File: src/sv/scpb_pkg.sv
`timescale 1ns / 1ps

package scpb_pkg;

    // Geometry and colour widths
    localparam int COORD_BITS    = 12;
    localparam int COLOR_BITS    = 8;
    localparam int RAD_BITS      = 8;
    localparam int NUM_CHAN      = 3;
    localparam int CFG_IDX_BITS  = 3;
    localparam int CFG_DATA_BITS = (COORD_BITS > COLOR_BITS) ? COORD_BITS : COLOR_BITS;

    // Distance squared, full and inside-circle (below radius squared)
    localparam int DIST2_BITS = 2 * COORD_BITS + 1;
    localparam int DIST_BITS  = 2 * RAD_BITS;

    // Square root: radicand = dist2 << 16, root has 8 fraction bits
    localparam int FRAC_BITS   = 8;
    localparam int ROOT_BITS   = DIST_BITS;
    localparam int SQ_IN_BITS  = 2 * ROOT_BITS;
    localparam int SQ_REM_BITS = ROOT_BITS + 3;
    localparam int SQ_STEP     = 2;
    localparam int SQ_STAGES   = ROOT_BITS / SQ_STEP;

    // Divider: ((r << 8) - d8) << 8, divided by r
    localparam int DIVD_BITS  = ROOT_BITS + FRAC_BITS;
    localparam int Q_BITS     = 18;
    localparam int DIV_STEP   = 2;
    localparam int DIV_STAGES = Q_BITS / DIV_STEP;
    localparam int T_BITS     = 17;

    // Blend
    localparam int FACT_BITS = 17;
    localparam int PROD_BITS = COLOR_BITS + 1 + FACT_BITS;
    localparam int FACT_MAX  = 65280;

    // Reset values
    localparam logic [RAD_BITS-1:0]   RADIUS_RESET  = 8'd30;
    localparam logic [COLOR_BITS-1:0] OPACITY_RESET = 8'd51;

    typedef logic [NUM_CHAN-1:0][COLOR_BITS-1:0] t_rgb;

    typedef enum logic [CFG_IDX_BITS-1:0] {
        CFG_CENTER_X,
        CFG_CENTER_Y,
        CFG_RADIUS,
        CFG_PAINT_RED,
        CFG_PAINT_GREEN,
        CFG_PAINT_BLUE,
        CFG_OPACITY
    } t_cfg_idx;

    typedef struct packed {
        logic [COORD_BITS-1:0] center_x;
        logic [COORD_BITS-1:0] center_y;
        logic [RAD_BITS-1:0]   radius;
        t_rgb                  paint;
        logic [COLOR_BITS-1:0] opacity;
    } t_cfg;

    // Sideband that rides alongside the arithmetic
    typedef struct packed {
        logic hit;
        t_rgb pix;
    } t_side;

endpackage

File: src/sv/soft_circle_pixel_blend.sv
`timescale 1ns / 1ps
// Soft circle pixel blend.
// A pixel transaction (column, row, RGB) is offered on start; it is taken at
// any rising edge with start high and busy low. busy is held low: the
// pipeline takes one pixel every cycle without a gap.
// Each pixel gives exactly one result on o_out_* / o_inside_circle, shown
// for one cycle with o_valid high. The pipeline is a chain of 3 distance
// stages, 8 square-root stages (two root bits each), 9 divider stages (two
// quotient bits each) and 4 blend stages. Results leave in input order.
// The receiver cannot stall; o_valid is a strobe and must be caught.
// The circle registers are written through i_cfg_we / i_cfg_idx /
// i_cfg_data, with no wait and no read-back. Unknown indices are ignored.
// The user must write only while no pixel is in flight; it is not enforced.
// Synchronous active-low reset empties the pipeline and restores the
// register defaults (radius 30, opacity 51, all else zero).

module soft_circle_pixel_blend (
    input  logic                                 i_clk,
    input  logic                                 i_rst_n,
    input  logic                                 start,
    output logic                                 busy,
    input  logic [scpb_pkg::COORD_BITS-1:0]      i_pixel_x,
    input  logic [scpb_pkg::COORD_BITS-1:0]      i_pixel_y,
    input  logic [scpb_pkg::COLOR_BITS-1:0]      i_in_red,
    input  logic [scpb_pkg::COLOR_BITS-1:0]      i_in_green,
    input  logic [scpb_pkg::COLOR_BITS-1:0]      i_in_blue,
    input  logic                                 i_cfg_we,
    input  logic [scpb_pkg::CFG_IDX_BITS-1:0]    i_cfg_idx,
    input  logic [scpb_pkg::CFG_DATA_BITS-1:0]   i_cfg_data,
    output logic                                 o_valid,
    output logic [scpb_pkg::COLOR_BITS-1:0]      o_out_red,
    output logic [scpb_pkg::COLOR_BITS-1:0]      o_out_green,
    output logic [scpb_pkg::COLOR_BITS-1:0]      o_out_blue,
    output logic                                 o_inside_circle
);
    import scpb_pkg::*;

    // Channel order in t_rgb: red, green, blue
    localparam int CH_R = 0;
    localparam int CH_G = 1;
    localparam int CH_B = 2;

    t_cfg  r_cfg;
    t_rgb  in_pix;
    logic  accept;

    // distance stage outputs
    logic                  d_valid;
    logic [DIST_BITS-1:0]  d_dist2;
    t_side                 d_side;
    // square-root outputs
    logic                  s_valid;
    logic [ROOT_BITS-1:0]  s_root;
    t_side                 s_side;
    // divider outputs
    logic                  q_valid;
    logic [T_BITS-1:0]     q_t16;
    t_side                 q_side;
    // blend outputs
    t_rgb                  m_rgb;

    // No back-pressure anywhere: a pixel enters every cycle start is high
    assign busy   = 1'b0;
    assign accept = start && !busy;

    always_comb begin
        in_pix       = '0;
        in_pix[CH_R] = i_in_red;
        in_pix[CH_G] = i_in_green;
        in_pix[CH_B] = i_in_blue;
    end

    // Circle registers
    always_ff @(posedge i_clk) begin
        if (!i_rst_n) begin
            r_cfg.center_x <= '0;
            r_cfg.center_y <= '0;
            r_cfg.radius   <= RADIUS_RESET;
            r_cfg.paint    <= '0;
            r_cfg.opacity  <= OPACITY_RESET;
        end else if (i_cfg_we) begin
            unique case (t_cfg_idx'(i_cfg_idx))
                CFG_CENTER_X:    r_cfg.center_x    <= i_cfg_data[COORD_BITS-1:0];
                CFG_CENTER_Y:    r_cfg.center_y    <= i_cfg_data[COORD_BITS-1:0];
                CFG_RADIUS:      r_cfg.radius      <= i_cfg_data[RAD_BITS-1:0];
                CFG_PAINT_RED:   r_cfg.paint[CH_R] <= i_cfg_data[COLOR_BITS-1:0];
                CFG_PAINT_GREEN: r_cfg.paint[CH_G] <= i_cfg_data[COLOR_BITS-1:0];
                CFG_PAINT_BLUE:  r_cfg.paint[CH_B] <= i_cfg_data[COLOR_BITS-1:0];
                CFG_OPACITY:     r_cfg.opacity     <= i_cfg_data[COLOR_BITS-1:0];
                default: begin
                end
            endcase
        end
    end

    // |dx|, |dy|, squares, sum and the inside test against r squared
    scpb_dist u_dist (
        .i_clk   (i_clk),
        .i_rst_n (i_rst_n),
        .i_valid (accept),
        .i_px    (i_pixel_x),
        .i_py    (i_pixel_y),
        .i_pix   (in_pix),
        .i_cfg   (r_cfg),
        .o_valid (d_valid),
        .o_dist2 (d_dist2),
        .o_side  (d_side)
    );

    // d8 = floor(sqrt(dist2 << 16)); only meaningful for inside pixels
    scpb_sqrt u_sqrt (
        .i_clk   (i_clk),
        .i_rst_n (i_rst_n),
        .i_valid (d_valid),
        .i_dist2 (d_dist2),
        .i_side  (d_side),
        .i_cfg   (r_cfg),
        .o_valid (s_valid),
        .o_root  (s_root),
        .o_side  (s_side)
    );

    // t16 = (((r << 8) - d8) << 8) / r, i.e. 1 - d/r in Q.16
    scpb_div u_div (
        .i_clk   (i_clk),
        .i_rst_n (i_rst_n),
        .i_valid (s_valid),
        .i_root  (s_root),
        .i_side  (s_side),
        .i_cfg   (r_cfg),
        .o_valid (q_valid),
        .o_t16   (q_t16),
        .o_side  (q_side)
    );

    // square, opacity scale, per-channel blend, output register
    scpb_mix u_mix (
        .i_clk    (i_clk),
        .i_rst_n  (i_rst_n),
        .i_valid  (q_valid),
        .i_t16    (q_t16),
        .i_side   (q_side),
        .i_cfg    (r_cfg),
        .o_valid  (o_valid),
        .o_rgb    (m_rgb),
        .o_inside (o_inside_circle)
    );

    assign o_out_red   = m_rgb[CH_R];
    assign o_out_green = m_rgb[CH_G];
    assign o_out_blue  = m_rgb[CH_B];

    // Inside flag is only ever raised alongside the strobe
    a_inside_with_valid: assert property (@(posedge i_clk) disable iff (!i_rst_n)
        o_inside_circle |-> o_valid)
        else $error("inside flag without result strobe");

endmodule

File: src/sv/scpb_dist.sv
`timescale 1ns / 1ps

module scpb_dist (
    input  logic                              i_clk,
    input  logic                              i_rst_n,
    input  logic                              i_valid,
    input  logic [scpb_pkg::COORD_BITS-1:0]   i_px,
    input  logic [scpb_pkg::COORD_BITS-1:0]   i_py,
    input  scpb_pkg::t_rgb                    i_pix,
    input  scpb_pkg::t_cfg                    i_cfg,
    output logic                              o_valid,
    output logic [scpb_pkg::DIST_BITS-1:0]    o_dist2,
    output scpb_pkg::t_side                   o_side
);
    import scpb_pkg::*;

    logic                    r_v1, r_v2, r_v3;
    logic [COORD_BITS-1:0]   r_adx, r_ady;
    logic [2*COORD_BITS-1:0] r_sqx, r_sqy;
    t_rgb                    r_pix1, r_pix2;
    logic [DIST_BITS-1:0]    r_r2;
    logic [DIST_BITS-1:0]    r_dist2;
    t_side                   r_side;

    logic [COORD_BITS-1:0] n_adx, n_ady;
    logic [DIST2_BITS-1:0] n_dist2;

    always_comb begin
        n_adx   = (i_px >= i_cfg.center_x) ? i_px - i_cfg.center_x : i_cfg.center_x - i_px;
        n_ady   = (i_py >= i_cfg.center_y) ? i_py - i_cfg.center_y : i_cfg.center_y - i_py;
        n_dist2 = DIST2_BITS'(r_sqx) + DIST2_BITS'(r_sqy);
    end

    always_ff @(posedge i_clk) begin
        if (!i_rst_n) begin
            r_v1 <= 1'b0;
            r_v2 <= 1'b0;
            r_v3 <= 1'b0;
        end else begin
            r_v1 <= i_valid;
            r_v2 <= r_v1;
            r_v3 <= r_v2;
        end
        r_r2         <= DIST_BITS'(i_cfg.radius) * DIST_BITS'(i_cfg.radius);
        r_adx        <= n_adx;
        r_ady        <= n_ady;
        r_pix1       <= i_pix;
        r_sqx        <= (2*COORD_BITS)'(r_adx) * (2*COORD_BITS)'(r_adx);
        r_sqy        <= (2*COORD_BITS)'(r_ady) * (2*COORD_BITS)'(r_ady);
        r_pix2       <= r_pix1;
        // strictly inside; zero radius gives zero r2 so nothing is inside
        r_side.hit   <= (n_dist2 < DIST2_BITS'(r_r2));
        r_side.pix   <= r_pix2;
        r_dist2      <= n_dist2[DIST_BITS-1:0];
    end

    assign o_valid = r_v3;
    assign o_dist2 = r_dist2;
    assign o_side  = r_side;

endmodule

File: src/sv/scpb_sqrt.sv
`timescale 1ns / 1ps

module scpb_sqrt (
    input  logic                              i_clk,
    input  logic                              i_rst_n,
    input  logic                              i_valid,
    input  logic [scpb_pkg::DIST_BITS-1:0]    i_dist2,
    input  scpb_pkg::t_side                   i_side,
    input  scpb_pkg::t_cfg                    i_cfg,
    output logic                              o_valid,
    output logic [scpb_pkg::ROOT_BITS-1:0]    o_root,
    output scpb_pkg::t_side                   o_side
);
    import scpb_pkg::*;

    // Restoring square root, two result bits per stage
    logic                   r_v    [SQ_STAGES];
    logic [SQ_REM_BITS-1:0] r_rem  [SQ_STAGES];
    logic [ROOT_BITS-1:0]   r_root [SQ_STAGES];
    logic [SQ_IN_BITS-1:0]  r_rad  [SQ_STAGES];
    t_side                  r_side [SQ_STAGES];

    logic                   w_v    [SQ_STAGES];
    logic [SQ_REM_BITS-1:0] w_rem  [SQ_STAGES];
    logic [ROOT_BITS-1:0]   w_root [SQ_STAGES];
    logic [SQ_IN_BITS-1:0]  w_rad  [SQ_STAGES];
    t_side                  w_side [SQ_STAGES];

    logic [SQ_REM_BITS-1:0] n_rem  [SQ_STAGES];
    logic [ROOT_BITS-1:0]   n_root [SQ_STAGES];
    logic [SQ_IN_BITS-1:0]  n_rad  [SQ_STAGES];

    for (genvar s = 0; s < SQ_STAGES; s++) begin : g_stage
        logic [SQ_REM_BITS-1:0] l_rem;
        logic [ROOT_BITS-1:0]   l_root;
        logic [SQ_IN_BITS-1:0]  l_rad;

        if (s == 0) begin : g_first
            assign w_v[s]    = i_valid;
            assign w_rem[s]  = '0;
            assign w_root[s] = '0;
            assign w_rad[s]  = {i_dist2, {(SQ_IN_BITS-DIST_BITS){1'b0}}};
            assign w_side[s] = i_side;
        end else begin : g_next
            assign w_v[s]    = r_v[s-1];
            assign w_rem[s]  = r_rem[s-1];
            assign w_root[s] = r_root[s-1];
            assign w_rad[s]  = r_rad[s-1];
            assign w_side[s] = r_side[s-1];
        end

        always_comb begin
            logic [SQ_REM_BITS-1:0] trial;
            l_rem  = w_rem[s];
            l_root = w_root[s];
            l_rad  = w_rad[s];
            for (int j = 0; j < SQ_STEP; j++) begin
                l_rem = {l_rem[SQ_REM_BITS-3:0], l_rad[SQ_IN_BITS-1 -: 2]};
                l_rad = {l_rad[SQ_IN_BITS-3:0], 2'b00};
                trial = SQ_REM_BITS'({l_root, 2'b01});
                if (l_rem >= trial) begin
                    l_rem  = l_rem - trial;
                    l_root = {l_root[ROOT_BITS-2:0], 1'b1};
                end else begin
                    l_root = {l_root[ROOT_BITS-2:0], 1'b0};
                end
            end
        end

        assign n_rem[s]  = l_rem;
        assign n_root[s] = l_root;
        assign n_rad[s]  = l_rad;
    end

    always_ff @(posedge i_clk) begin
        for (int s = 0; s < SQ_STAGES; s++) begin
            if (!i_rst_n) begin
                r_v[s] <= 1'b0;
            end else begin
                r_v[s] <= w_v[s];
            end
            r_rem[s]  <= n_rem[s];
            r_root[s] <= n_root[s];
            r_rad[s]  <= n_rad[s];
            r_side[s] <= w_side[s];
        end
    end

    assign o_valid = r_v[SQ_STAGES-1];
    assign o_root  = r_root[SQ_STAGES-1];
    assign o_side  = r_side[SQ_STAGES-1];

    // Distance of an inside pixel stays below the radius
    a_root_below_radius: assert property (@(posedge i_clk) disable iff (!i_rst_n)
        (o_valid && o_side.hit) |-> (o_root < {i_cfg.radius, {FRAC_BITS{1'b0}}}))
        else $error("root not below radius for inside pixel");

endmodule

File: src/sv/scpb_div.sv
`timescale 1ns / 1ps

module scpb_div (
    input  logic                              i_clk,
    input  logic                              i_rst_n,
    input  logic                              i_valid,
    input  logic [scpb_pkg::ROOT_BITS-1:0]    i_root,
    input  scpb_pkg::t_side                   i_side,
    input  scpb_pkg::t_cfg                    i_cfg,
    output logic                              o_valid,
    output logic [scpb_pkg::T_BITS-1:0]       o_t16,
    output scpb_pkg::t_side                   o_side
);
    import scpb_pkg::*;

    // Restoring divide by the radius, two quotient bits per stage
    logic                  r_v    [DIV_STAGES];
    logic [RAD_BITS-1:0]   r_rem  [DIV_STAGES];
    logic [Q_BITS-1:0]     r_q    [DIV_STAGES];
    logic [Q_BITS-1:0]     r_num  [DIV_STAGES];
    t_side                 r_side [DIV_STAGES];

    logic                  w_v    [DIV_STAGES];
    logic [RAD_BITS-1:0]   w_rem  [DIV_STAGES];
    logic [Q_BITS-1:0]     w_q    [DIV_STAGES];
    logic [Q_BITS-1:0]     w_num  [DIV_STAGES];
    t_side                 w_side [DIV_STAGES];

    logic [RAD_BITS-1:0]   n_rem  [DIV_STAGES];
    logic [Q_BITS-1:0]     n_q    [DIV_STAGES];
    logic [Q_BITS-1:0]     n_num  [DIV_STAGES];

    logic [ROOT_BITS-1:0]  diff;
    logic [DIVD_BITS-1:0]  dividend;

    // (r << 8) - d8, shifted up by 8; for inside pixels the top bits are below r
    assign diff     = {i_cfg.radius, {FRAC_BITS{1'b0}}} - i_root;
    assign dividend = {diff, {FRAC_BITS{1'b0}}};

    for (genvar s = 0; s < DIV_STAGES; s++) begin : g_stage
        logic [RAD_BITS-1:0] l_rem;
        logic [Q_BITS-1:0]   l_q;
        logic [Q_BITS-1:0]   l_num;

        if (s == 0) begin : g_first
            assign w_v[s]    = i_valid;
            assign w_rem[s]  = RAD_BITS'(dividend[DIVD_BITS-1:Q_BITS]);
            assign w_q[s]    = '0;
            assign w_num[s]  = dividend[Q_BITS-1:0];
            assign w_side[s] = i_side;
        end else begin : g_next
            assign w_v[s]    = r_v[s-1];
            assign w_rem[s]  = r_rem[s-1];
            assign w_q[s]    = r_q[s-1];
            assign w_num[s]  = r_num[s-1];
            assign w_side[s] = r_side[s-1];
        end

        always_comb begin
            logic [RAD_BITS:0] sh;
            l_rem = w_rem[s];
            l_q   = w_q[s];
            l_num = w_num[s];
            for (int j = 0; j < DIV_STEP; j++) begin
                sh    = {l_rem, l_num[Q_BITS-1]};
                l_num = {l_num[Q_BITS-2:0], 1'b0};
                if (sh >= {1'b0, i_cfg.radius}) begin
                    l_rem = RAD_BITS'(sh - {1'b0, i_cfg.radius});
                    l_q   = {l_q[Q_BITS-2:0], 1'b1};
                end else begin
                    l_rem = sh[RAD_BITS-1:0];
                    l_q   = {l_q[Q_BITS-2:0], 1'b0};
                end
            end
        end

        assign n_rem[s] = l_rem;
        assign n_q[s]   = l_q;
        assign n_num[s] = l_num;
    end

    always_ff @(posedge i_clk) begin
        for (int s = 0; s < DIV_STAGES; s++) begin
            if (!i_rst_n) begin
                r_v[s] <= 1'b0;
            end else begin
                r_v[s] <= w_v[s];
            end
            r_rem[s]  <= n_rem[s];
            r_q[s]    <= n_q[s];
            r_num[s]  <= n_num[s];
            r_side[s] <= w_side[s];
        end
    end

    assign o_valid = r_v[DIV_STAGES-1];
    assign o_t16   = r_q[DIV_STAGES-1][T_BITS-1:0];
    assign o_side  = r_side[DIV_STAGES-1];

    // 1 - d/r never exceeds one, so the quotient fits T_BITS
    a_quot_fits: assert property (@(posedge i_clk) disable iff (!i_rst_n)
        (o_valid && o_side.hit) |-> (r_q[DIV_STAGES-1][Q_BITS-1] == 1'b0))
        else $error("quotient overflow for inside pixel");

endmodule

File: src/sv/scpb_mix.sv
`timescale 1ns / 1ps

module scpb_mix (
    input  logic                              i_clk,
    input  logic                              i_rst_n,
    input  logic                              i_valid,
    input  logic [scpb_pkg::T_BITS-1:0]       i_t16,
    input  scpb_pkg::t_side                   i_side,
    input  scpb_pkg::t_cfg                    i_cfg,
    output logic                              o_valid,
    output scpb_pkg::t_rgb                    o_rgb,
    output logic                              o_inside
);
    import scpb_pkg::*;

    logic                        r_v1, r_v2, r_v3, r_v4;
    t_side                       r_side1, r_side2, r_side3;
    logic [T_BITS-1:0]           r_t2;
    logic [FACT_BITS-1:0]        r_fac;
    logic signed [PROD_BITS-1:0] r_prod [NUM_CHAN];
    t_rgb                        r_rgb;
    logic                        r_inside;

    logic [2*T_BITS-1:0]             sq;
    logic [T_BITS+COLOR_BITS-1:0]    scaled;
    logic signed [PROD_BITS-1:0]     n_prod [NUM_CHAN];
    t_rgb                            n_rgb;

    assign sq     = (2*T_BITS)'(i_t16) * (2*T_BITS)'(i_t16);
    assign scaled = (T_BITS+COLOR_BITS)'(r_t2) * (T_BITS+COLOR_BITS)'(i_cfg.opacity);

    always_comb begin
        logic signed [COLOR_BITS:0]  diff;
        logic signed [PROD_BITS-1:0] sum;
        for (int c = 0; c < NUM_CHAN; c++) begin
            diff      = $signed({1'b0, i_cfg.paint[c]}) - $signed({1'b0, r_side2.pix[c]});
            n_prod[c] = PROD_BITS'(diff) * $signed({{(PROD_BITS-FACT_BITS){1'b0}}, r_fac});
        end
        for (int c = 0; c < NUM_CHAN; c++) begin
            // pix*(1-f) + paint*f == pix + (paint-pix)*f, with 16 fraction bits
            sum = $signed({{(PROD_BITS-COLOR_BITS-16){1'b0}}, r_side3.pix[c], 16'h0000})
                + r_prod[c];
            n_rgb[c] = r_side3.hit ? sum[16 +: COLOR_BITS] : r_side3.pix[c];
        end
    end

    always_ff @(posedge i_clk) begin
        if (!i_rst_n) begin
            r_v1     <= 1'b0;
            r_v2     <= 1'b0;
            r_v3     <= 1'b0;
            r_v4     <= 1'b0;
            r_inside <= 1'b0;
        end else begin
            r_v1     <= i_valid;
            r_v2     <= r_v1;
            r_v3     <= r_v2;
            r_v4     <= r_v3;
            r_inside <= r_v3 && r_side3.hit;
        end
        r_t2    <= sq[T_BITS+15:16];
        r_side1 <= i_side;
        r_fac   <= scaled[FACT_BITS+7:8];
        r_side2 <= r_side1;
        for (int c = 0; c < NUM_CHAN; c++) begin
            r_prod[c] <= n_prod[c];
        end
        r_side3 <= r_side2;
        r_rgb   <= n_rgb;
    end

    assign o_valid  = r_v4;
    assign o_rgb    = r_rgb;
    assign o_inside = r_inside;

    // Factor of an inside pixel never reaches one
    a_fac_bound: assert property (@(posedge i_clk) disable iff (!i_rst_n)
        (r_v2 && r_side2.hit) |-> (r_fac <= FACT_BITS'(FACT_MAX)))
        else $error("blend factor out of range");

endmodule

File: config.mk
export PLATFORM = sky130hd
export DESIGN_NAME = soft_circle_pixel_blend
export DESIGN_NICKNAME = d
export VERILOG_FILES = /design/src/sv/scpb_pkg.sv /design/src/sv/soft_circle_pixel_blend.sv /design/src/sv/scpb_dist.sv /design/src/sv/scpb_sqrt.sv /design/src/sv/scpb_div.sv /design/src/sv/scpb_mix.sv
export SDC_FILE = /design/constraint.sdc
export NUM_CORES = 2
export LEC_CHECK = 0
export BUFFER_PORTS_ARGS = -buffer_cell sky130_fd_sc_hd__buf_4
export CORE_ASPECT_RATIO = 1.5
export CORE_MARGIN = 10
export CORE_UTILIZATION = 50
export CTS_CLUSTER_SIZE = 28
export DETAILED_ROUTE_END_ITERATION = 12
export PLACE_DENSITY = 0.68
export SLEW_MARGIN = 20
export SYNTH_ARGS = -nofsm -noshare
export SYNTH_HDL_FRONTEND = slang
export SYNTH_HIERARCHICAL = 1
export SYNTH_SLANG_ARGS = --single-unit
File: constraint.sdc
create_clock -name i_clk -period 5.9 [get_ports i_clk]
set_clock_uncertainty 0.15 [all_clocks]
set_input_delay 0 -clock i_clk [delete_from_list [all_inputs] [get_ports i_clk]]
set_output_delay 0 -clock i_clk [all_outputs]
set_load 0.02 [all_outputs]
==> flow_summary_export.csv <==
group,metric,value,unit
worst_setup_path,endpoint_kind,"register",
die,core_area,162000,sq um
cts,cts_buffer_depth,3,
synthesis,synthCells,8179,
placement,io_buffer_count,92,
cts,cts.root.buffer_cell,"clkbuf_16",
status,violations,"negative setup slack",
grt,track_usage,21.1,%
worst_setup_path,crit_fanout,8,
sta,final_hold_viol_count,0,
synthesis,synth-main-ff-cell,"dfxtp_1",
sta,tightest_slew,1.11,ns
synthesis,synth_cell_type_count,121,
sta,fmax,159,MHz
grt,gr-total-overflow,0,
placement,gp_congestion,0.896,
grt,grt_pass1_wl,307,mm
sta,slew_headroom,25.7,%
synthesis,synth_seq_cells,1215,
sta,post-route-period-util,106,%
die,die_w,349,microns
die,num_io_pins,94,
detailed_routing,firstDrtPassIters,5,
synthesis,syn_avg_cell_area,9.95,sq um
detailed_routing,vias,56900,
worst_setup_path,arrival,6.78,ns
detailed_routing,finalWirelength,189,mm
sta,finalMaxSlewViolations,0,
synthesis,synthArstFlopShare,0,%
cells_and_area,final_cell_mix,"1187 x dfxtp_1, 1187 x inv_1, 827 x ha_1, 796 x fa_1, 565 x nand2_1",
cts,cts_buffers,114,
die,dieArea,180000,sq um
run,cap_violations,0,
sta,final.min_clock_period,6.27,ns
cts,clock_latency,0.79,ns
die,start_util,50.2,%
cells_and_area,syn_to_final_growth,15.0,%
cts,cts_tree,"yes",
detailed_routing,ant_nets,0,
cells_and_area,fin_nets,10400,
detailed_routing,viasPerCell,5.22,
detailed_routing,drt_iter0_drc,2333,
cts,path_clk_slew,0.07,ns
worst_setup_path,crit_path_start_kind,"register",
sta,setup_viol,21,
placement,dp_hpwl,151,mm
worst_setup_path,cpPeakStageDelay,0.54,ns
cts,cts.sinks,1215,
synthesis,syn_area,81400,sq um
worst_setup_path,required,6.41,ns
cts,htree_levels,3,
detailed_routing,post-route-drc-count,0,
synthesis,synth-edff-count,0,
worst_setup_path,critPathSlowestCell,"fa_1",
sta,rsz0062_at_grt,"true",
sta,setup_ws,-0.371,ns
grt,grt_pass1_vias,61700,
synthesis,yosysWarnings,6,
grt,grt_max_degree,72,
cells_and_area,layout-drive-gt1-share,13.1,%
cells_and_area,post-route-util,57.8,%
grt,antenna_found_initial,9,
synthesis,ys_seq_area_share,29.9,%
die,rows,181,
detailed_routing,post_drt_wl_per_cell,17.3,microns
status,status,"finished with violations",
hold_path,hp-class,"in -> reg",
die,die_h,514,microns
worst_setup_path,crit_type,"reg -> reg",
==> metrics by stage <==
stage          hold WS (ns)  area (sq um)  TNS [ns]  setup slack, ns  instances
6_report              0.101         93500     -3.80           -0.371      10900
5_1_grt               0.104         93500     -9.23           -0.605      10900
4_1_cts              0.0505         92700     -4.45           -0.365      10900
3_5_place_dp        -0.0442         86700    -10.39           -0.583      10500
3_3_place_gp        -0.0450         86700     -7.46           -0.568      10500
2_1_floorplan        -0.122         81600    -0.279           -0.115       8180
==> repair_timing <==
| item | 4_1_cts | 5_1_grt |
|---|---|---|
| gates cloned | 0 | 1 |
| hold buffers | 132 | 1 |
| resized for setup | 101 | 162 |
| pin swaps | 93 | 119 |
| setup endpoints to repair | 34 | 61 |
| endpoints found under the hold margin | 137 | 7 |
| buffers inserted | 20 | 20 |
==> logic make-up (layout without fill, tap and decap cells) <==
group	count (synthesis)	count (layout)	share of synthesized area (%)
buffers and inverters	1455	2067	7.09
DFF	1215	1215	29.9
xor gates and xnor gates	404	404	4.36
other	2	7	0.00923
AOI/OAI and AO/OA	1124	1124	9.14
adders and majority gates	1671	1671	33.2
muxes	233	233	3.07
and+or+nand+nor	2075	2075	13.2
==> final cells by class <==
class / instances / area, sq um
fillers: 13700 / 68400
multi-input cells: 5510 / 52400
flip-flops and latches: 1215 / 24400
repair buffers: 636 / 5430
inverters: 1215 / 4560
clock buffers: 141 / 3140
well taps: 2104 / 2630
clock inverters: 75 / 1010
diodes: 4 / 10.0
==> cell usage after synthesis, drive strengths merged (13+ instances only) <==
cell	number	area, sq um
mux2i	102	1020
or3	26	163
o31ai	24	199
o31a	22	193
clkbuf	166	643
o41ai	18	188
xnor2	287	2520
ha	855	10700
nand2b	154	971
o211ai	30	230
o2111ai	13	114
inv	1211	4550
and2	494	3090
or2	40	253
nor2b	104	651
nor3	92	460
a2111oi	17	243
xor2	117	1020
nand4b	14	123
a21oi	326	1640
o21ai	246	1230
buf	73	533
a21o	121	911
nand3	44	225
and3	33	206
a31oi	28	203
nand2	578	2180
o21a	81	608
a21boi	17	131
a211oi	31	233
nor2	357	1350
dfxtp	1215	24300
nor4	28	209
o21bai	38	285
nand4	48	307
mux2	131	1480
fa	816	16300
==> worst max-delay path, delay by kind of cell (launching register included) <==
kind	cells	cell delay, ns
AOI/OAI and AO/OA	8	1.49
buffers and inverters	7	0.49
and+or+nand+nor	4	0.51
DFF	1	0.33
xor gates and xnor gates	2	0.31
adders and majority gates	8	2.84
==> final timing paths <==
kind                                           start                  end  slack (ns)  cells past startpoint
worst max-delay path                       r_cfg[16]  u_mix/r_prod[0][49]       -0.37                     29
worst min-delay path                    i_pixel_x[0]      u_dist/r_adx[0]        0.10                      5
worst max register to register             r_cfg[16]  u_mix/r_prod[0][49]       -0.37                     29
worst min register to register  u_sqrt/r_side[1][97]  u_div/r_side[0][22]        0.16                      0
==> per-layer routing <==
metal	GRT usage (%)	share of wire, %
met1	21.1	36
met2	40.6	54
met3	2.54	3.1
met4	13.4	6.8
met5	0	0.014
==> state kept, by name, summed over array words and instances (netlist names), 24 cells and up <==
signal,count
r_cfg,64
u_dist/o_side,25
u_dist/r_pix1,24
u_dist/r_pix2,24
u_div/r_q,81
u_div/r_rem,64
u_div/r_side,225
u_mix/o_rgb,24
u_mix/r_prod,24
u_mix/r_side1,25
u_mix/r_side2,25
u_mix/r_side3,25
u_sqrt/r_rad,24
u_sqrt/r_rem,109
u_sqrt/r_root,72
u_sqrt/r_side,200
Power is not shown: default switching activity piles up to over one toggle a cycle in this logic, so the estimate is an artifact.
